[config.mk]
export PLATFORM = sky130hd
export DESIGN_NAME = rgb_to_hsv_pixel
export DESIGN_NICKNAME = d
export VERILOG_FILES = /design/src/rtl/rth_pkg.sv /design/src/rtl/rth_front.sv /design/src/rtl/rth_div.sv /design/src/rtl/rgb_to_hsv_pixel.sv
export SDC_FILE = /design/constraint.sdc
export NUM_CORES = 2
export LEC_CHECK = 0
export BUFFER_PORTS_ARGS = -buffer_cell sky130_fd_sc_hd__buf_4
export CAP_MARGIN = 25
export CORE_ASPECT_RATIO = 1.25
export CORE_MARGIN = 4
export CORE_UTILIZATION = 30
export DETAILED_ROUTE_END_ITERATION = 6
export SLEW_MARGIN = 20
export SYNTH_ARGS = -nofsm -noshare
export SYNTH_HDL_FRONTEND = slang
export SYNTH_HIERARCHICAL = 1
export SYNTH_SLANG_ARGS = --single-unit
[constraint.sdc]
create_clock -name i_clk -period 6.1 [get_ports i_clk]
set_input_delay 0.305 -clock i_clk [delete_from_list [all_inputs] [get_ports i_clk]]
set_output_delay 0.305 -clock i_clk [all_outputs]
set_load 0.01 [all_outputs]
[src/rtl/rth_pkg.sv]
// Shared widths, payload types and constants for the RGB to HSV pixel converter.
package rth_pkg;

    localparam int CHANNEL_BITS  = 8;
    localparam int FRACTION_BITS = 16;

    // Hue divisor is six times the chroma, so three bits above a channel.
    localparam int DIV_BITS   = CHANNEL_BITS + 3;
    localparam int QUO_BITS   = FRACTION_BITS + 1;
    localparam int DIV_STAGES = FRACTION_BITS + 1;
    localparam int FRONT_STAGES = 2;
    localparam int LATENCY    = FRONT_STAGES + DIV_STAGES;

    localparam logic [QUO_BITS-1:0] SAT_ONE = QUO_BITS'(1) << FRACTION_BITS;

    typedef struct packed {
        logic [CHANNEL_BITS-1:0] red;
        logic [CHANNEL_BITS-1:0] green;
        logic [CHANNEL_BITS-1:0] blue;
    } t_rgb;

    typedef struct packed {
        logic [FRACTION_BITS-1:0] hue;
        logic [FRACTION_BITS:0]   saturation;
        logic [CHANNEL_BITS-1:0]  value;
    } t_hsv;

    typedef struct packed {
        logic [DIV_BITS-1:0] num;
        logic [DIV_BITS-1:0] den;
    } t_div_in;

    typedef struct packed {
        logic                    valid;
        logic [CHANNEL_BITS-1:0] value;
        t_div_in                 sat_div;
        t_div_in                 hue_div;
    } t_front_out;

endpackage

[src/rtl/rth_front.sv]
// Two front stages: channel maximum and minimum, then chroma and divider operands.
module rth_front (
    input  logic                i_clk,
    input  logic                i_rst_n,
    input  logic                i_valid,
    input  rth_pkg::t_rgb       i_pixel,
    output rth_pkg::t_front_out o_front
);

    localparam int CB = rth_pkg::CHANNEL_BITS;
    localparam int DB = rth_pkg::DIV_BITS;

    // Stage A registers.
    logic          r_a_vld;
    rth_pkg::t_rgb r_a_rgb;
    logic [CB-1:0] r_a_max;
    logic [CB-1:0] r_a_min;
    logic          r_a_red_max;
    logic          r_a_green_max;

    logic          n_red_max;
    logic          n_green_max;
    logic [CB-1:0] n_max;
    logic [CB-1:0] n_min;
    logic [CB-1:0] w_lo_rg;

    // Stage B.
    rth_pkg::t_front_out r_b;
    rth_pkg::t_front_out n_b;

    logic [CB-1:0] w_chroma;
    logic [DB-1:0] w_c;
    logic [DB-1:0] w_r;
    logic [DB-1:0] w_g;
    logic [DB-1:0] w_b;
    logic [DB-1:0] w_n;

    always_comb begin
        // Ties go to red first, then green.
        n_red_max   = (i_pixel.red >= i_pixel.green) && (i_pixel.red >= i_pixel.blue);
        n_green_max = (i_pixel.green >= i_pixel.blue);
        if (n_red_max) begin
            n_max = i_pixel.red;
        end else if (n_green_max) begin
            n_max = i_pixel.green;
        end else begin
            n_max = i_pixel.blue;
        end
        w_lo_rg = (i_pixel.red < i_pixel.green) ? i_pixel.red : i_pixel.green;
        n_min   = (w_lo_rg < i_pixel.blue) ? w_lo_rg : i_pixel.blue;
    end

    always_ff @(posedge i_clk) begin
        r_a_rgb       <= i_pixel;
        r_a_max       <= n_max;
        r_a_min       <= n_min;
        r_a_red_max   <= n_red_max;
        r_a_green_max <= n_green_max;
    end

    always_comb begin
        w_chroma = r_a_max - r_a_min;
        w_c = DB'(w_chroma);
        w_r = DB'(r_a_rgb.red);
        w_g = DB'(r_a_rgb.green);
        w_b = DB'(r_a_rgb.blue);
        // The sums wrap modulo the divider width but always land in 0 .. 6C-1.
        if (r_a_red_max) begin
            if (w_g >= w_b) begin
                w_n = w_g - w_b;
            end else begin
                w_n = (w_c << 2) + (w_c << 1) - (w_b - w_g);
            end
        end else if (r_a_green_max) begin
            w_n = (w_c << 1) + w_b - w_r;
        end else begin
            w_n = (w_c << 2) + w_r - w_g;
        end

        n_b.valid = r_a_vld;
        n_b.value = r_a_max;
        // A zero divisor is replaced by one with a zero numerator, giving a zero quotient.
        n_b.sat_div.num = w_c;
        n_b.sat_div.den = (r_a_max == '0) ? DB'(1) : DB'(r_a_max);
        if (w_chroma == '0) begin
            n_b.hue_div.num = '0;
            n_b.hue_div.den = DB'(1);
        end else begin
            n_b.hue_div.num = w_n;
            n_b.hue_div.den = (w_c << 2) + (w_c << 1);
        end
    end

    always_ff @(posedge i_clk) begin
        r_b.value   <= n_b.value;
        r_b.sat_div <= n_b.sat_div;
        r_b.hue_div <= n_b.hue_div;
        if (!i_rst_n) begin
            r_b.valid <= 1'b0;
        end else begin
            r_b.valid <= n_b.valid;
        end
    end

    always_ff @(posedge i_clk) begin
        if (!i_rst_n) begin
            r_a_vld <= 1'b0;
        end else begin
            r_a_vld <= i_valid;
        end
    end

    assign o_front = r_b;

endmodule

[src/rtl/rth_div.sv]
// Pipelined restoring divider: one quotient bit per stage for a fraction num/den.
module rth_div (
    input  logic                           i_clk,
    input  logic                           i_rst_n,
    input  logic                           i_valid,
    input  rth_pkg::t_div_in               i_div,
    output logic                           o_valid,
    output logic [rth_pkg::QUO_BITS-1:0]   o_quo
);

    localparam int DB = rth_pkg::DIV_BITS;
    localparam int QB = rth_pkg::QUO_BITS;
    localparam int NS = rth_pkg::DIV_STAGES;

    // The numerator never exceeds the divisor, so the first stage yields the integer bit.
    logic [DB-1:0] r_rem [NS-1];
    logic [DB-1:0] r_den [NS-1];
    logic [QB-1:0] r_quo [NS];
    logic [NS-1:0] r_vld;

    logic          n_q0;
    logic [DB-1:0] n_rem0;

    assign n_q0   = (i_div.num >= i_div.den);
    assign n_rem0 = n_q0 ? (i_div.num - i_div.den) : i_div.num;

    always_ff @(posedge i_clk) begin
        r_rem[0] <= n_rem0;
        r_den[0] <= i_div.den;
        r_quo[0] <= QB'(n_q0);
    end

    for (genvar k = 1; k < NS; k++) begin : g_stage
        logic [DB:0] n_sh;
        logic        n_ge;

        assign n_sh = {r_rem[k-1], 1'b0};
        assign n_ge = (n_sh >= {1'b0, r_den[k-1]});

        always_ff @(posedge i_clk) begin
            r_quo[k] <= {r_quo[k-1][QB-2:0], n_ge};
        end

        if (k < NS - 1) begin : g_carry
            logic [DB:0] n_diff;

            assign n_diff = n_sh - {1'b0, r_den[k-1]};

            always_ff @(posedge i_clk) begin
                r_rem[k] <= n_ge ? n_diff[DB-1:0] : n_sh[DB-1:0];
                r_den[k] <= r_den[k-1];
            end
        end
    end

    always_ff @(posedge i_clk) begin
        if (!i_rst_n) begin
            r_vld <= '0;
        end else begin
            r_vld <= {r_vld[NS-2:0], i_valid};
        end
    end

    assign o_valid = r_vld[NS-1];
    assign o_quo   = r_quo[NS-1];

endmodule

[src/rtl/rgb_to_hsv_pixel.sv]
// Top level of the RGB to HSV pixel converter: front stages, two dividers, value delay.
//
//   Channel   Direction  Signals              Transfer
//   pixel in  input      start, busy, i_pixel start high and busy low at a clock edge
//   hsv out   output     o_done, o_hsv        o_done high for one cycle per result
//
// One pixel may be started in every cycle; busy is held low.
// Each result passes through the front stages and then the divider, which resolves
// one quotient bit per pipeline stage.
// Results leave in start order; the receiver cannot stall, so nothing is held back.
// Reset clears all valid bits at once; results in flight are dropped.
module rgb_to_hsv_pixel (
    input  logic          i_clk,
    input  logic          i_rst_n,
    input  logic          start,
    output logic          busy,
    input  rth_pkg::t_rgb i_pixel,
    output logic          o_done,
    output rth_pkg::t_hsv o_hsv
);

    localparam int CB = rth_pkg::CHANNEL_BITS;
    localparam int FB = rth_pkg::FRACTION_BITS;
    localparam int NS = rth_pkg::DIV_STAGES;

    rth_pkg::t_front_out w_front;

    logic                         w_hue_vld;
    logic [rth_pkg::QUO_BITS-1:0] w_hue_quo;
    logic                         w_sat_vld;
    logic [rth_pkg::QUO_BITS-1:0] w_sat_quo;

    logic [CB-1:0] r_value [NS];

    assign busy = 1'b0;

    rth_front u_front (
        .i_clk   (i_clk),
        .i_rst_n (i_rst_n),
        .i_valid (start && !busy),
        .i_pixel (i_pixel),
        .o_front (w_front)
    );

    rth_div u_hue_div (
        .i_clk   (i_clk),
        .i_rst_n (i_rst_n),
        .i_valid (w_front.valid),
        .i_div   (w_front.hue_div),
        .o_valid (w_hue_vld),
        .o_quo   (w_hue_quo)
    );

    rth_div u_sat_div (
        .i_clk   (i_clk),
        .i_rst_n (i_rst_n),
        .i_valid (w_front.valid),
        .i_div   (w_front.sat_div),
        .o_valid (w_sat_vld),
        .o_quo   (w_sat_quo)
    );

    // The value waits alongside the dividers so that it meets its own quotients.
    always_ff @(posedge i_clk) begin
        r_value[0] <= w_front.value;
        for (int i = 1; i < NS; i++) begin
            r_value[i] <= r_value[i-1];
        end
    end

    assign o_done = w_hue_vld;

    always_comb begin
        // The hue numerator stays below its divisor, so the integer bit is always clear.
        o_hsv.hue        = w_hue_quo[FB-1:0];
        o_hsv.saturation = w_sat_quo;
        o_hsv.value      = r_value[NS-1];
    end

    a_div_in_step: assert property (@(posedge i_clk) disable iff (!i_rst_n)
        w_hue_vld == w_sat_vld)
        else $error("hue and saturation dividers out of step");

    a_latency: assert property (@(posedge i_clk) disable iff (!i_rst_n)
        (start && !busy) |-> ##(rth_pkg::LATENCY) o_done)
        else $error("started pixel did not complete on time");

    a_sat_range: assert property (@(posedge i_clk) disable iff (!i_rst_n)
        o_done |-> (o_hsv.saturation <= rth_pkg::SAT_ONE))
        else $error("saturation above one");

    a_black_sat: assert property (@(posedge i_clk) disable iff (!i_rst_n)
        (o_done && (o_hsv.value == '0)) |-> (o_hsv.saturation == '0 && o_hsv.hue == '0))
        else $error("black pixel with nonzero hue or saturation");

endmodule
# Yosys cells after proc, flatten, opt, wreduce, memory -nomap -nowiden
# Memories as Yosys holds them, arrays and structs flattened.
# Index checks and enable logic that the tools add are counted.
# W data, S select, Z words.
[word_totals]
latchBits = 0
word_cells = 146
memories = 7
ram_bits = 1418
mem_bits_ro = 0
regBits = 110
[classes]
mux = 39
n_reduce_logical = 3
shift = 0
div = 0
mul = 0
bitwise = 0
n_eq_ne = 0
addsub = 41
order_cmp = 40
[memory_table]
columns = ["memory", "depth", "word_bits", "read_ports", "rd_clocked_by_memory_dff", "wr", "line_no", "rtl"]
rows = [
  ["u_hue_div.r_quo", 17, 17, 17, 0, 17, "rth_div.sv:18", "logic [QB-1:0] r_quo [NS];"],
  ["u_sat_div.r_quo", 17, 17, 17, 0, 17, "rth_div.sv:18", ""],
  ["u_hue_div.r_den", 16, 11, 16, 0, 16, "rth_div.sv:17", "logic [DB-1:0] r_den [NS-1];"],
  ["u_hue_div.r_rem", 16, 11, 16, 0, 16, "rth_div.sv:16", "logic [DB-1:0] r_rem [NS-1];"],
  ["u_sat_div.r_den", 16, 11, 16, 0, 16, "rth_div.sv:17", ""],
  ["u_sat_div.r_rem", 16, 11, 16, 0, 16, "rth_div.sv:16", ""],
  ["+1 memories", "--", "--", "--", "--", "--", "--", ""],
]
[ops]
columns = ["op", "count"]
rows = [
  ["$mux W11", 35],
  ["$ge A12 B11 Y1", 32],
  ["$sub A11 B11 Y11", 32],
  ["$ge A8 B8 Y1", 4],
  ["$mux W8", 4],
  ["$sub A11 B8 Y11", 2],
  ["$sub A8 B8 Y9", 2],
  ["$logic_not A8 Y1", 2],
  ["$lt A8 B8 Y1", 2],
  ["$add A10 B8 Y11", 1],
  ["$add A10 B9 Y11", 1],
  ["$ge A11 B11 Y1", 1],
  ["$ge A8 B11 Y1", 1],
  ["$sub A8 B11 Y11", 1],
  ["$add A9 B8 Y10", 1],
  ["$sub A8 B8 Y8", 1],
  ["$logic_and A1 B1 Y1", 1],
]

# Logic depth before layout (Yosys ltp)
[logic_depth]
depth_word = 5
mapped_depth = 20

# Cells and area by module
# Netlist, hierarchy kept.
[modules_own_cells]
columns = ["module", "area_each_um2", "n_inst", "cells_per_inst"]
rows = [
  ["rth_div (u_hue_div)", 21296.7, 1, 1951],
  ["rth_div (u_sat_div)", 21132.8, 1, 2019],
  ["rth_front", 6162.2, 1, 667],
  ["rgb_to_hsv_pixel", 2733.9, 1, 138],
]

# Least setup slack after synthesis
# Ideal clock, no wire load.
[synth_timing]
kind = "reg2reg"
start = "register u_front.r_a_max[0]"
end = "register u_front.r_b, in the netlist u_front/o_front[21]"
setup_time_ps = 63
t_arrival_ps = 3785
path_stages_with_launch = 21
path_buffers = 0
slack_ps = 2253
required_time_ps = 6037
cell_sequence = "dfxtp_1 inv_1 ha_1 inv_1 fa_1 a211oi_1 nor2_1 xor2_1 inv_1 fa_1 inv_1 ha_1 or2_2 a21oi_1 a21oi_1 a31oi_1 xnor2_1 o211ai_1 nand4b_1 or3_1 nand3_1"
[synth_via]
elab_chain_cells = 5
[synth_lines]
columns = ["element", "line_no", "rtl"]
rows = [
  ["start: declaration", "rth_front.sv:16", "logic [CB-1:0] r_a_max;"],
  ["start signal: assignment", "rth_front.sv:55", "r_a_max <= n_max;"],
  ["$sub A8 B8 Y8 *", "rth_front.sv:62", "w_chroma = r_a_max - r_a_min;"],
  ["$add A10 B8 Y11, or another cell as far along", "rth_front.sv:77", "w_n = (w_c << 2) + w_r - w_g;"],
  ["$sub A11 B8 Y11, or another cell as far along", "rth_front.sv:77", ""],
  ["$mux W11 (on tied branches)", "rth_front.sv:74, rth_front.sv:69", ""],
  ["$mux W11", "rth_front.sv:68", "if (r_a_red_max) begin"],
  ["end: declaration", "rth_front.sv:28", "rth_pkg::t_front_out r_b;"],
]
# Every way passes the cells marked *; elsewhere a longest branch is shown, timed or not.
# A chain may end at the register's enable or synchronous reset.

# Worst setup path after layout
# Same ends and word-level chain as after synthesis.

==> results.toml <==
[worst_hold_path]
hold_start = "i_pixel[16]"
hold_class = "in2reg"

[finish]
areaGrowthSynthToFinish_pct = 15.3
antenna_cells = 0
mostFrequentLayoutCells = "dfxtp_1 (1236), inv_1 (520), ha_1 (465), a21oi_1 (322), mux2_2 (215)"
drive_above_1_share_pct = 13.2
nFillCells = 16523
fin_nets = 5439
final_common_cell = "dfxtp_1"

[worst_setup_path]
startpoint_type = "flop"
crit_path_max_incr_delay_ns = 0.62
slowest_stage = "o41ai_1"
critical_path_required_ns = 6.80
critPathBufInv = 5
r2r-start = "u_front/r_a_max[0]$_DFF_P_"
path_cells = "inv_1, ha_1, inv_1, fa_1, a211oi_1, nor2_1, xor2_1, buf_4, inv_1, fa_1, inv_1, ha_1, nand2_1, o21ai_0, o41ai_1, o311ai_0, o211ai_1, nand4b_1, or3_1, nand3_1"
crit_family = "compound AO/OA/AOI/OAI gates"
path_class = "reg2reg"
cp.arrival_ns = 5.19
crit_fanout = 11
crit_start = "u_front/r_a_max[0]$_DFF_P_"
cpMostUsedCell = "inv_1"
crit_path_end_kind = "flop"

[clocking]
clkLatencyLatePin_ns = 0.76
cts_setup_buffers = 0
clk_pin_slew_worst_paths_ns = 0.06
cts.sinks = 1236
cts_tree = "done"
root_buffer = "clkbuf_16"
ctsHoldBuffers = 27
htreeDepth = 4
cts_buffers = 133
clockBufferDepth = 3
cts_resized = 0

[routing]
via_count = 32751
viasPerCell = 4.55
dr.pass1.iters = 5
drt_iter0_drc = 1072
final_antenna_net_count = 0
wirelength_um = 97900
post-route-drc-count = 0
wl_per_cell_um = 13.6

[job]
cap_viol_max_count = 0

[placed_design]
port_buffers = 68
gp_congestion = 0.888
hpwl_um = 74400

[global_routing]
antenna_found_initial = 0
grt_max_degree = 21
first_global_vias = 34318
grt_pass1_wl_um = 163000
grt_usage_pct = 11.1
overflow = 0

[floorplanning]
die-area_um2 = 175000
coreArea_um2 = 168000
rows = 168
initial_core_util_pct = 30.2
die-height_um = 467
die_w_um = 375
ios = 70

[timing]
max_freq_mhz = 223
min_period_ns = 4.49
hold_viol = 0
fin_tns_setup_ns = 0
slew_viol_final = 0
worstMarginPinSlew_ns = 0.830
rsz0062_at_grt = "false"
finalCritPeriodShare_pct = 73.6
fin_skew_ns = 0.0307
relSlewSlack_pct = 44.7
setup_viol = 0

[logic_synthesis]
synth.avg_cell_area_um2 = 10.7
netlist_instances = 4723
ys_warn_count = 6
synth_area_um2 = 50500

[outcome]
status = "complete, no violations"
[final timing paths]
path / to / slack, ns / cells after the start
setup / recovery: u_front/o_front[21]$_SDFF_PN0_ / 1.61 / 20
hold / removal: u_front/r_a_rgb[16]$_DFF_P_ / 0.20 / 2
setup reg to reg: u_front/o_front[21]$_SDFF_PN0_ / 1.61 / 20
hold reg to reg: r_value[0][59]$_DFF_P_ / 0.31 / 0
[layout make-up]
class                           count  area [um^2]  area share (%)
Sequential cell                  1236        24700            42.5
Inverter                          524         1970            3.37
Multi-Input combinational cell   2899        23400            40.2
Clock buffer                      176         3740            6.42
Timing Repair Buffer              101          826            1.42
Clock inverter                     58          787            1.35
Tap cell                         2210         2770            4.74
[layer usage]
metal | global-route usage (%) | up-vias | share of wire, %
met2 | 21.7 | 526 | 53
met1 | 10.8 | 15333 | 38
met5 | 0 | - | 0
li1 | - | 16609 | -
met3 | 2.38 | 283 | 3.4
met4 | 6.05 | 0 | 4.9
[worst reg2reg max path, stage by stage (launching register included)]
cell	delay [ns]
dfxtp_1	0.31
inv_1	0.07
ha_1	0.16
inv_1	0.05
fa_1	0.40
a211oi_1	0.32
nor2_1	0.10
xor2_1	0.14
buf_4	0.19
inv_1	0.14
fa_1	0.50
inv_1	0.04
ha_1	0.33
nand2_1	0.09
o21ai_0	0.12
o41ai_1	0.63
o311ai_0	0.20
o211ai_1	0.15
nand4b_1	0.11
or3_1	0.32
nand3_1	0.07
[registers in the layout (all words and copies together), names as in the netlist, 17 cells and up]
name / cells
u_front/r_a_rgb: 24
r_value: 136
u_sat_div/r_rem: 176
u_sat_div/r_den: 176
u_front/o_front: 47
u_hue_div/r_rem: 176
u_hue_div/r_vld: 17
u_hue_div/r_quo: 136
u_hue_div/r_den: 176
u_sat_div/r_quo: 153
[stage by stage]
stage | std cells | hold slack [ns] | instance area (um^2) | setup slack, ns | util [%]
after CTS | 7204 | 0.115 | 58300 | 1.63 | 34.8
final | 7204 | 0.196 | 58300 | 1.61 | 34.8
after detailed placement | 6943 | 0.312 | 53500 | 1.61 | 31.9
after global routing | 7204 | 0.153 | 58300 | 1.33 | 34.8
after global placement | 6942 | 0.311 | 53500 | 1.62 | 31.9
after floorplan | 4728 | 0.310 | 50600 | 2.25 | -
Power is not shown: default switching activity piles up to over one toggle a cycle in this logic, so the estimate is an artifact.
